<file path="src/sv/i2f_pkg.sv">
// Shared types and constants for the integer to floating-point converter.
// Used by the front, queue, back and top-level modules; depends on nothing.
package i2f_pkg;

    // Conversion modes carried on func.
    typedef enum logic [1:0] {
        FUNC_S_TO_D = 2'd0,
        FUNC_U_TO_D = 2'd1,
        FUNC_S_TO_S = 2'd2,
        FUNC_U_TO_S = 2'd3
    } func_t;

    localparam int INT_W       = 64;
    localparam int NORM_W      = 6;
    localparam int DBL_MANT_W  = 52;
    localparam int DBL_EXP_W   = 11;
    localparam int DBL_BIAS    = 1023;
    localparam int SGL_MANT_W  = 23;
    localparam int SGL_EXP_W   = 8;
    localparam int SGL_BIAS    = 127;
    localparam int QUEUE_DEPTH = 2;

    // One classified request on its way from the front to the back.
    typedef struct packed {
        logic             neg;
        logic             single;
        logic [INT_W-1:0] mag;
    } i2f_item_t;

endpackage

</file>
<file path="src/sv/i2f_front.sv">
// Front end: classifies a request by mode and forms the sign and magnitude.
// Depends on i2f_pkg.
module i2f_front (
    input  logic [1:0]                 func,
    input  logic [i2f_pkg::INT_W-1:0]  int_value,
    output i2f_pkg::i2f_item_t         item
);

    logic is_signed;
    logic single;
    logic neg;

    always_comb
    begin
        unique case (func)
            i2f_pkg::FUNC_S_TO_D:
            begin
                is_signed = 1'b1;
                single    = 1'b0;
            end
            i2f_pkg::FUNC_U_TO_D:
            begin
                is_signed = 1'b0;
                single    = 1'b0;
            end
            i2f_pkg::FUNC_S_TO_S:
            begin
                is_signed = 1'b1;
                single    = 1'b1;
            end
            default:
            begin
                is_signed = 1'b0;
                single    = 1'b1;
            end
        endcase
    end

    // The most negative value negates to itself, which read unsigned is 2^63.
    assign neg         = is_signed & int_value[i2f_pkg::INT_W-1];
    assign item.neg    = neg;
    assign item.single = single;
    assign item.mag    = neg ? (~int_value + i2f_pkg::INT_W'(1)) : int_value;

endmodule

</file>
<file path="src/sv/i2f_queue.sv">
// Short queue of classified requests between the front and the back.
// Depends on i2f_pkg for the item type.
module i2f_queue #(
    parameter int DEPTH = i2f_pkg::QUEUE_DEPTH
) (
    input  logic               clk,
    input  logic               rst_n,
    input  logic               push,
    input  i2f_pkg::i2f_item_t push_item,
    input  logic               pop,
    output i2f_pkg::i2f_item_t head_item,
    output logic               empty,
    output logic               full
);

    localparam int PW = (DEPTH > 1) ? $clog2(DEPTH) : 1;
    localparam int CW = $clog2(DEPTH + 1);

    i2f_pkg::i2f_item_t mem [DEPTH];

    logic [PW-1:0] wr_ptr_reg;
    logic [PW-1:0] wr_ptr_next;
    logic [PW-1:0] rd_ptr_reg;
    logic [PW-1:0] rd_ptr_next;
    logic [CW-1:0] count_reg;
    logic [CW-1:0] count_next;

    assign empty     = (count_reg == CW'(0));
    assign full      = (count_reg == CW'(DEPTH));
    assign head_item = mem[rd_ptr_reg];

    always_comb
    begin
        wr_ptr_next = wr_ptr_reg;
        rd_ptr_next = rd_ptr_reg;
        count_next  = count_reg;
        if (push)
        begin
            wr_ptr_next = (wr_ptr_reg == PW'(DEPTH - 1)) ? PW'(0) : wr_ptr_reg + PW'(1);
        end
        if (pop)
        begin
            rd_ptr_next = (rd_ptr_reg == PW'(DEPTH - 1)) ? PW'(0) : rd_ptr_reg + PW'(1);
        end
        if (push && !pop)
        begin
            count_next = count_reg + CW'(1);
        end
        else if (pop && !push)
        begin
            count_next = count_reg - CW'(1);
        end
    end

    always_ff @(posedge clk or negedge rst_n)
    begin
        if (!rst_n)
        begin
            wr_ptr_reg <= '0;
            rd_ptr_reg <= '0;
            count_reg  <= '0;
        end
        else
        begin
            wr_ptr_reg <= wr_ptr_next;
            rd_ptr_reg <= rd_ptr_next;
            count_reg  <= count_next;
        end
    end

    always_ff @(posedge clk)
    begin
        if (push)
        begin
            mem[wr_ptr_reg] <= push_item;
        end
    end

    a_no_overflow: assert property (@(posedge clk) disable iff (!rst_n)
        full |-> !(push && !pop))
        else $error("queue written while full");

    a_no_underflow: assert property (@(posedge clk) disable iff (!rst_n)
        empty |-> !pop)
        else $error("queue read while empty");

    a_count_up: assert property (@(posedge clk) disable iff (!rst_n)
        (push && !pop) |=> (count_reg == $past(count_reg) + CW'(1)))
        else $error("queue count did not follow a lone write");

endmodule

</file>
<file path="src/sv/i2f_back.sv">
// Back end: normalizes the magnitude over two stages, then rounds to nearest
// even and packs the binary64 or binary32 pattern. Depends on i2f_pkg.
module i2f_back (
    input  logic                       clk,
    input  logic                       rst_n,
    input  logic                       in_valid,
    input  i2f_pkg::i2f_item_t         in_item,
    output logic                       done,
    output logic [i2f_pkg::INT_W-1:0]  float_bits
);

    localparam int W  = i2f_pkg::INT_W;
    localparam int NW = i2f_pkg::NORM_W;
    localparam int DM = i2f_pkg::DBL_MANT_W;
    localparam int DE = i2f_pkg::DBL_EXP_W;
    localparam int SM = i2f_pkg::SGL_MANT_W;
    localparam int SE = i2f_pkg::SGL_EXP_W;
    localparam int DG = W - 2 - DM;
    localparam int SG = W - 2 - SM;

    // Stage 1: coarse shifts by 32, 16 and 8.
    logic          s1_valid_reg;
    logic          s1_neg_reg;
    logic          s1_single_reg;
    logic          s1_zero_reg;
    logic [W-1:0]  s1_x_reg;
    logic [NW-1:0] s1_n_reg;

    // Stage 2: fine shifts by 4, 2 and 1.
    logic          s2_valid_reg;
    logic          s2_neg_reg;
    logic          s2_single_reg;
    logic          s2_zero_reg;
    logic [W-1:0]  s2_x_reg;
    logic [NW-1:0] s2_n_reg;

    logic          done_reg;
    logic [W-1:0]  float_bits_reg;

    logic [W-1:0]  s1_x_next;
    logic [NW-1:0] s1_n_next;
    logic [W-1:0]  s2_x_next;
    logic [NW-1:0] s2_n_next;
    logic [W-1:0]  float_bits_next;

    always_comb
    begin
        s1_x_next = in_item.mag;
        s1_n_next = '0;
        if (s1_x_next[W-1 -: 32] == '0)
        begin
            s1_x_next = s1_x_next << 32;
            s1_n_next = s1_n_next + NW'(32);
        end
        if (s1_x_next[W-1 -: 16] == '0)
        begin
            s1_x_next = s1_x_next << 16;
            s1_n_next = s1_n_next + NW'(16);
        end
        if (s1_x_next[W-1 -: 8] == '0)
        begin
            s1_x_next = s1_x_next << 8;
            s1_n_next = s1_n_next + NW'(8);
        end
    end

    always_comb
    begin
        s2_x_next = s1_x_reg;
        s2_n_next = s1_n_reg;
        if (s2_x_next[W-1 -: 4] == '0)
        begin
            s2_x_next = s2_x_next << 4;
            s2_n_next = s2_n_next + NW'(4);
        end
        if (s2_x_next[W-1 -: 2] == '0)
        begin
            s2_x_next = s2_x_next << 2;
            s2_n_next = s2_n_next + NW'(2);
        end
        if (s2_x_next[W-1] == 1'b0)
        begin
            s2_x_next = s2_x_next << 1;
            s2_n_next = s2_n_next + NW'(1);
        end
    end

    // Rounding: round up when the guard bit is set and either a lower bit is
    // set or the kept mantissa is odd. A carry out of the mantissa lands in
    // the exponent through the small add.
    logic          d_up;
    logic [DM:0]   d_rnd;
    logic [DE-1:0] d_exp;
    logic          s_up;
    logic [SM:0]   s_rnd;
    logic [SE-1:0] s_exp;

    always_comb
    begin
        d_up  = s2_x_reg[DG] & ((|s2_x_reg[DG-1:0]) | s2_x_reg[DG+1]);
        d_rnd = {1'b0, s2_x_reg[W-2 -: DM]} + (DM+1)'(d_up);
        d_exp = DE'(i2f_pkg::DBL_BIAS + W - 1) - DE'(s2_n_reg) + DE'(d_rnd[DM]);

        s_up  = s2_x_reg[SG] & ((|s2_x_reg[SG-1:0]) | s2_x_reg[SG+1]);
        s_rnd = {1'b0, s2_x_reg[W-2 -: SM]} + (SM+1)'(s_up);
        s_exp = SE'(i2f_pkg::SGL_BIAS + W - 1) - SE'(s2_n_reg) + SE'(s_rnd[SM]);

        if (s2_single_reg)
        begin
            if (s2_zero_reg)
            begin
                float_bits_next = {32'b0, s2_neg_reg, 31'b0};
            end
            else
            begin
                float_bits_next = {32'b0, s2_neg_reg, s_exp, s_rnd[SM-1:0]};
            end
        end
        else
        begin
            if (s2_zero_reg)
            begin
                float_bits_next = {s2_neg_reg, 63'b0};
            end
            else
            begin
                float_bits_next = {s2_neg_reg, d_exp, d_rnd[DM-1:0]};
            end
        end
    end

    always_ff @(posedge clk or negedge rst_n)
    begin
        if (!rst_n)
        begin
            s1_valid_reg <= 1'b0;
            s2_valid_reg <= 1'b0;
            done_reg     <= 1'b0;
        end
        else
        begin
            s1_valid_reg <= in_valid;
            s2_valid_reg <= s1_valid_reg;
            done_reg     <= s2_valid_reg;
        end
    end

    always_ff @(posedge clk)
    begin
        s1_neg_reg     <= in_item.neg;
        s1_single_reg  <= in_item.single;
        s1_zero_reg    <= (in_item.mag == '0);
        s1_x_reg       <= s1_x_next;
        s1_n_reg       <= s1_n_next;
        s2_neg_reg     <= s1_neg_reg;
        s2_single_reg  <= s1_single_reg;
        s2_zero_reg    <= s1_zero_reg;
        s2_x_reg       <= s2_x_next;
        s2_n_reg       <= s2_n_next;
        float_bits_reg <= float_bits_next;
    end

    assign done       = done_reg;
    assign float_bits = float_bits_reg;

    a_normalized: assert property (@(posedge clk) disable iff (!rst_n)
        (s2_valid_reg && !s2_zero_reg) |-> s2_x_reg[W-1])
        else $error("magnitude not normalized after the fine shifts");

    a_single_upper_zero: assert property (@(posedge clk) disable iff (!rst_n)
        (s2_valid_reg && s2_single_reg) |=> (float_bits[W-1:32] == '0))
        else $error("binary32 result has upper bits set");

    a_zero_positive: assert property (@(posedge clk) disable iff (!rst_n)
        (s2_valid_reg && s2_zero_reg) |-> !s2_neg_reg)
        else $error("zero magnitude flagged negative");

endmodule

</file>
<file path="src/sv/int64_to_float_convert.sv">
// Top level of the 64-bit integer to binary64/binary32 converter.
// Depends on i2f_pkg, i2f_front, i2f_queue and i2f_back.
//
// One conversion request is taken per clock cycle: a request is accepted at a
// rising edge with start high and busy low. The front end forms sign and
// magnitude and writes the request into a short queue; the back end takes one
// request per cycle from the queue and runs it through a three-stage pipeline
// (coarse normalize, fine normalize, round and pack). The result appears on
// float_bits with done high for exactly one cycle, once the request has passed
// through its queue entry and each pipeline stage register, in request
// order. Results cannot be held off by the receiver. Because the back end
// drains one request every cycle, the queue never holds more than one request
// at the full request rate, so it never fills and busy never rises.
module int64_to_float_convert #(
    parameter int QUEUE_DEPTH = i2f_pkg::QUEUE_DEPTH
) (
    input  logic                       clk,
    input  logic                       rst_n,
    input  logic                       start,
    output logic                       busy,
    input  logic [1:0]                 func,
    input  logic [i2f_pkg::INT_W-1:0]  int_value,
    output logic                       done,
    output logic [i2f_pkg::INT_W-1:0]  float_bits
);

    i2f_pkg::i2f_item_t front_item;
    i2f_pkg::i2f_item_t head_item;
    logic               q_empty;
    logic               q_full;
    logic               push;
    logic               pop;

    assign busy = q_full;
    assign push = start & ~q_full;
    assign pop  = ~q_empty;

    i2f_front u_front (
        .func      (func),
        .int_value (int_value),
        .item      (front_item)
    );

    i2f_queue #(
        .DEPTH (QUEUE_DEPTH)
    ) u_queue (
        .clk       (clk),
        .rst_n     (rst_n),
        .push      (push),
        .push_item (front_item),
        .pop       (pop),
        .head_item (head_item),
        .empty     (q_empty),
        .full      (q_full)
    );

    i2f_back u_back (
        .clk        (clk),
        .rst_n      (rst_n),
        .in_valid   (pop),
        .in_item    (head_item),
        .done       (done),
        .float_bits (float_bits)
    );

endmodule

</file>
<file path="config.mk">
export PLATFORM = sky130hd
export DESIGN_NAME = int64_to_float_convert
export DESIGN_NICKNAME = d
export VERILOG_FILES = /design/src/sv/i2f_pkg.sv /design/src/sv/i2f_front.sv /design/src/sv/i2f_queue.sv /design/src/sv/i2f_back.sv /design/src/sv/int64_to_float_convert.sv
export SDC_FILE = /design/constraint.sdc
export NUM_CORES = 1
export LEC_CHECK = 0
export BUFFER_PORTS_ARGS = -buffer_cell sky130_fd_sc_hd__buf_2
export CORE_ASPECT_RATIO = 1.5
export CORE_UTILIZATION = 40
export CTS_CLUSTER_SIZE = 24
export DETAILED_ROUTE_END_ITERATION = 8
export GPL_TIMING_DRIVEN = 0
export PLACE_DENSITY = 0.65
export SLEW_MARGIN = 15
export SYNTH_ARGS = -nofsm -noshare
export SYNTH_HDL_FRONTEND = slang
export SYNTH_SLANG_ARGS = --single-unit
export TNS_END_PERCENT = 5
</file>
<file path="constraint.sdc">
create_clock -name clk -period 4.05 [get_ports clk]
set_clock_uncertainty 0.2 [all_clocks]
set_input_delay 0 -clock clk [delete_from_list [all_inputs] [get_ports clk]]
set_output_delay 0 -clock clk [all_outputs]
set_load 0.005 [all_outputs]
</file>
# After elaboration in Yosys (flattened, before gate mapping)
# Memories as Yosys holds them, arrays and structs flattened.
# Index checks and enable logic that the tools add are counted.
[totals]
ff_bits = 216
ram_bits = 132
input_bits = 69
out_inout_bits = 66
memories = 1
[classes]
n_addsub = 16
n_eq_ne = 3
mux = 24
bitwise = 9
reduce_logical = 16
[mem_list]
columns = ["memory", "depth", "width", "read_ports", "rd_ports_with_merged_regs", "write_ports", "line", "source"]
rows = [
  ["u_queue.mem", 2, 66, 1, 0, 1, "i2f_queue.sv:19", "i2f_pkg::i2f_item_t mem [DEPTH];"],
]
[op_table]
columns = ["operator", "n"]
rows = [
  ["two-way mux 64 bit", 7],
  ["two-way mux 63 bit", 2],
  ["adder 64 x 1 -> 64 bit (second input constant)", 1],
  ["logical NOT 64 bit", 1],
  ["NOT 64 bit", 1],
  ["adder 52 x 1 -> 53 bit", 1],
  ["OR reduction 39 bit", 1],
  ["two-way mux 6 bit", 6],
  ["logical NOT 32 bit", 1],
  ["two-way mux 31 bit", 1],
  ["adder 23 x 1 -> 24 bit", 1],
  ["logical NOT 16 bit", 1],
  ["adder 11 x 1 -> 11 bit", 1],
  ["subtractor 11 x 6 -> 11 bit (first input constant)", 1],
  ["OR reduction 10 bit", 1],
  ["adder 8 x 1 -> 8 bit", 1],
  ["logical NOT 8 bit", 1],
  ["subtractor 8 x 6 -> 8 bit (first input constant)", 1],
  ["adder 6 x 1 -> 6 bit (second input constant)", 1],
  ["adder 6 x 2 -> 6 bit (second input constant)", 1],
  ["adder 6 x 3 -> 6 bit (second input constant)", 1],
  ["adder 6 x 4 -> 6 bit (second input constant)", 1],
  ["adder 6 x 5 -> 6 bit (second input constant)", 1],
  ["logical NOT 2 bit", 3],
  ["15 further kinds", 30],
]

# Logic depth before layout (Yosys ltp)
[logic_depth]
depth_word = 7
depth_mapped = 14
mapped_depth_nobuf = 12

# Hierarchy
# A second synthesis with hierarchy kept.
[hier_totals]
hier_cells = 1651
area_unflattened_um2 = 16836.1
[modules_own_cells]
columns = ["module", "n_inst", "cells_each", "area_each_um2", "seq_area_each_um2"]
rows = [
  ["i2f_back", 1, 1188, 10212.3, 4199.0],
  ["i2f_queue", 1, 221, 5062.4, 4063.9],
  ["i2f_front", 1, 240, 1544.0, 0.0],
  ["int64_to_float_convert", 1, 2, 17.5, 0.0],
]

# Worst setup path after synthesis
# No wires, ideal clock.
[synth_path]
path_type = "register to register"
from = "register u_queue.count_reg[0]"
to = "memory u_queue.mem[0][0] in the netlist's numbering, enable pin"
setup_time_ns = 0.490
arrival_time_ns = 3.389
t_required_ns = 3.360
setup_slack_ns = -0.029
stages_incl_launch_ff = 4
period_less_slack_ns = 4.079
cell_sequence = "dfrtp_1 > nand2b_1 > nand2_1 > nor2_1"
[synth_via]
elab_chain_len = 5
[synth_rtl]
columns = ["element", "line", "source"]
rows = [
  ["start: declaration", "i2f_queue.sv:25", "logic [CW-1:0] count_reg;"],
  ["start signal: assignment", "i2f_queue.sv:67", "count_reg <= count_next;"],
  ["== test 2 bit", "i2f_queue.sv:29", "assign full = (count_reg == CW'(DEPTH));"],
  ["NOT 1 bit", "int64_to_float_convert.sv:35", "assign push = start & ~q_full;"],
  ["bitwise AND 1 bit", "int64_to_float_convert.sv:35", ""],
  ["two-way mux 1 bit", "i2f_queue.sv:73", "if (push)"],
  ["two-way mux 1 bit (not written as such)", "i2f_queue.sv:75", "mem[wr_ptr_reg] <= push_item;"],
  ["end: declaration", "i2f_queue.sv:19", ""],
]
# No other way between the ends.

# Final worst setup path
[layout_path]
from = "memory u_queue.mem[1][58] in the netlist's numbering"
to = "register u_back.s1_x_reg[54]"
[layout_via]
elab_chain_len = 7
[layout_rtl]
columns = ["element", "line", "source"]
rows = [
  ["memory read (2 x 66 bit) (*)", "n/a", ""],
  ["logical NOT 32 bit", "i2f_back.sv:50", "if (s1_x_next[W-1 -: 32] == '0)"],
  ["two-way mux 64 bit (*)", "i2f_back.sv:50", ""],
  ["logical NOT 16 bit", "i2f_back.sv:55", "if (s1_x_next[W-1 -: 16] == '0)"],
  ["two-way mux 64 bit (*)", "i2f_back.sv:55", ""],
  ["logical NOT 8 bit", "i2f_back.sv:60", "if (s1_x_next[W-1 -: 8] == '0)"],
  ["two-way mux 64 bit (*)", "i2f_back.sv:60", ""],
  ["via u_back.s1_x_next[54]", "i2f_back.sv:40", "logic [W-1:0] s1_x_next;"],
  ["end signal: assignment", "i2f_back.sv:153", "s1_x_reg <= s1_x_next;"],
  ["end: declaration", "i2f_back.sv:26", "logic [W-1:0] s1_x_reg;"],
]
# Mark *: on every way through the listed nets, which the timed path passes. The rest lies on a longest branch.
# A chain may end at the register's enable or synchronous reset.

==> results.yml <==
run_status:
  status: "finished clean"
drt:
  first_pass_iters: 5
  drtIter0Drc: 629
  ant_nets: 0
  viasPerCell: 5.38
  wl_um: 54900
  via_count: 13400
  wl_per_cell_um: 22.1
  drc_errors: 0
worst_setup_path:
  r2r_cells: 12
  crit_cells: 12
  max_stage_delay_ns: 0.63
  start_kind: "flip-flop"
  crit_type: "reg2reg"
  crit_arrival_ns: 4.16
  path_buf_inv: 3
  required_ns: 4.25
  cp-end-kind: "flip-flop"
  crit_path_cell_trace: "nor4_1, nand4_1, a211oi_2, nand2_1, inv_4, a21o_4, inv_2, o31ai_1, nand4_2, buf_4, a311oi_1, a31oi_1"
  cp_slowest_cell: "nor4_1"
  path_max_fanout: 10
  cp_top_family: "simple AND/OR/NAND/NOR gates"
placed_design:
  dp.cells: 2321
  place_ws_ns: -0.710
  portBuffers: 133
  dpl.hpwl_um: 43500
  gp_congestion: 0.938
timing:
  grt_setup_unrepaired: "false"
  timing.final.ws_setup_ns: 0.0897
  slew_violations: 0
  hold_viol_final: 0
  finalCritPeriodShare: 0.978
  worst_pin_slew_ns: 0.938
  fmaxAchievable_ghz: 0.253
  fin_tns_setup_ns: 0
  period_needed_ns: 3.96
  setup-violations-final: 0
  relSlewSlack: 0.357
pwr:
  p_clk_frac: 0.200
  p_sw_mw: 6.35
  total_leakage_power_nw: 7.99
  power_mw: 15.8
  pwr-share-seq: 0.375
  internal_power_mw: 9.47
  switching_share: 0.401
  ir_worst_vdd_uv: 415
  power_frac_comb: 0.424
  p_per_area_nw_per_um2: 777
global_routing:
  track_usage: 0.259
  grt_pass1_wl_um: 81000
  grt-ovfl-total: 0
  antenna_found_initial: 0
  grt_max_degree: 53
  grt_pass1_vias: 13800
floorplanning:
  pin_count: 135
  core_area_sq_um: 41000
  die_x_um: 168
  initial_core_util: 0.405
  die_area_sq_um: 42400
  die_h_um: 252
  fp-row-count: 91
final_layout:
  final_common_cell: "nand2_1"
  nets: 2027
  drive_gt1_frac: 0.148
  nFillCells: 3836
  final_cells: 2487
  diodes: 0
  area_delta_synth_final_pct: 22.6
  post-route-util: 0.497
  largest_reg_flops: 132
  mostFrequentLayoutCells: "nand2_1 (237), dfxtp_1 (206), mux2i_1 (168), buf_2 (154), nor2_1 (137)"
cts:
  cts_tree: "yes"
  htree_levels: 2
  clk_pin_slew_ns: 0.07
  cts_root_buf: "clkbuf_16"
  clock_latency_ns: 0.54
  cts_buffers: 35
  cts_sinks: 345
  clock_path_buffers: 3
min_path:
  hp-class: "in2reg"
  whs_path_depth: 2
synthesis:
  synthFlopType: "dfxtp_1"
  ys_seq_area_frac: 0.497
  synth_cells: 1674
  synth_nets: 1751
  ys_types: 67
  synth-edff-count: 132
  ys_seq_elements: 345
  synth_area_sq_um: 16600
  syn_area_per_cell_sq_um: 9.93
  async_reset_ff_frac: 0.0203
  ys_warn_count: 0
job:
  cap_violations: 0
-- area by class of cell --
cell class,count,area [sq um],share of cell area
plain buffers,94,418,0.0205
clock buffers,44,971,0.0477
clock inverters,19,174,0.00854
inverters,23,88.8,0.00436
multi-input cells,1212,8060,0.396
flip-flops and latches,345,8260,0.406
well taps,511,639,0.0314
repair buffers,239,1750,0.0860
-- logic make-up (layout without fill, tap and decap cells) --
group                      after synthesis  in the layout  share of synthesized area
xor gates and xnor gates               141            141                     0.0743
DFF                                    345            345                      0.497
AOI/OAI and AO/OA                      260            260                      0.101
adders and majority gates                8              8                    0.00602
and+or+nand+nor                        603            603                      0.170
buffers and inverters                  117            419                     0.0292
muxes                                  200            200                      0.122
-- power by group through the flow --
stage / Sequential (mW) / Clock, mW / Combinational (mW)
floorplan: 5.76 / 0 / 4.15
global placement: 5.98 / 0 / 6.35
detailed placement: 5.98 / 0 / 6.44
CTS: 5.93 / 3.24 / 6.70
global route: 6.07 / 3.36 / 7.28
finish: 5.94 / 3.17 / 6.71
-- cell usage after synthesis, drive strengths merged, types with 2 or more instances --
library cell | instances | area [sq um]
nor2 | 139 | 522
o31ai | 13 | 97.6
edfxtp | 132 | 3960
a211o | 5 | 43.8
o22a | 2 | 17.5
dfxtp | 206 | 4120
nor3 | 33 | 176
a21o | 3 | 30.0
o221ai | 2 | 17.5
nand4b | 2 | 17.5
o22ai | 19 | 119
nand4 | 26 | 169
nor2b | 7 | 43.8
or3 | 12 | 75.1
and3 | 17 | 106
a21oi | 66 | 330
a211oi | 35 | 268
o2bb2ai | 2 | 17.5
buf | 42 | 204
ha | 8 | 100
mux2 | 14 | 158
nand2b | 11 | 68.8
or4 | 9 | 71.3
o41ai | 7 | 83.8
nand2 | 238 | 896
clkbuf | 52 | 195
mux2i | 186 | 1860
inv | 23 | 86.3
dfrtp | 7 | 175
o211ai | 3 | 22.5
a31oi | 14 | 87.6
a22oi | 6 | 45.0
xor2 | 67 | 587
nor3b | 8 | 60.1
xnor2 | 74 | 648
nand3 | 35 | 175
and2 | 18 | 113
or2 | 6 | 37.5
and4 | 3 | 26.3
nor4 | 35 | 238
a311oi | 3 | 26.3
o21ai | 59 | 295
o21a | 7 | 52.6
a221oi | 7 | 61.3
a2bb2oi | 2 | 17.5
-- what timing repair did --
action	in CTS	in global routing
pin swaps	1	0
hold buffers	98	0
gates cloned	0	0
hold endpoints to repair	168	0
gates resized for setup	31	11
endpoints found under the setup margin	66	64
buffers inserted	5	0
-- routing by layer --
metal  track usage  routed length [um]
met1         0.226               18000
met2         0.509               29700
met3        0.0279                1830
met4         0.237                5370
met5             0                   0
-- final timing paths --
kind / start / to / slack (ns)
max: u_queue.mem[1][58]$_DFFE_PP_ / u_back.s1_x_reg[54]$_DFF_P_ / 0.09
min: func[1] / u_queue.mem[1][64]$_DFFE_PP_ / 0.02
max reg2reg: u_queue.mem[1][58]$_DFFE_PP_ / u_back.s1_x_reg[54]$_DFF_P_ / 0.09
min reg2reg: u_back.s1_neg_reg$_DFF_P_ / u_back.s2_neg_reg$_DFF_P_ / 0.12
max in group asynchronous: rst_n / u_queue.rd_ptr_reg$_DFFE_PN0P_ / 3.15
min in group asynchronous: rst_n / u_back.s1_valid_reg$_DFF_PN0_ / 0.22
-- metrics by stage --
stage | hold slack [ns] | cell area [sq um]
detailed placement | -0.352 | 18000
CTS | 0.00491 | 20300
global placement | -0.362 | 17900
finish | 0.0180 | 20400
floorplan | -0.496 | 16600
global route | 0.0283 | 20400
No activity file was read; power rests on OpenSTA's default activity.
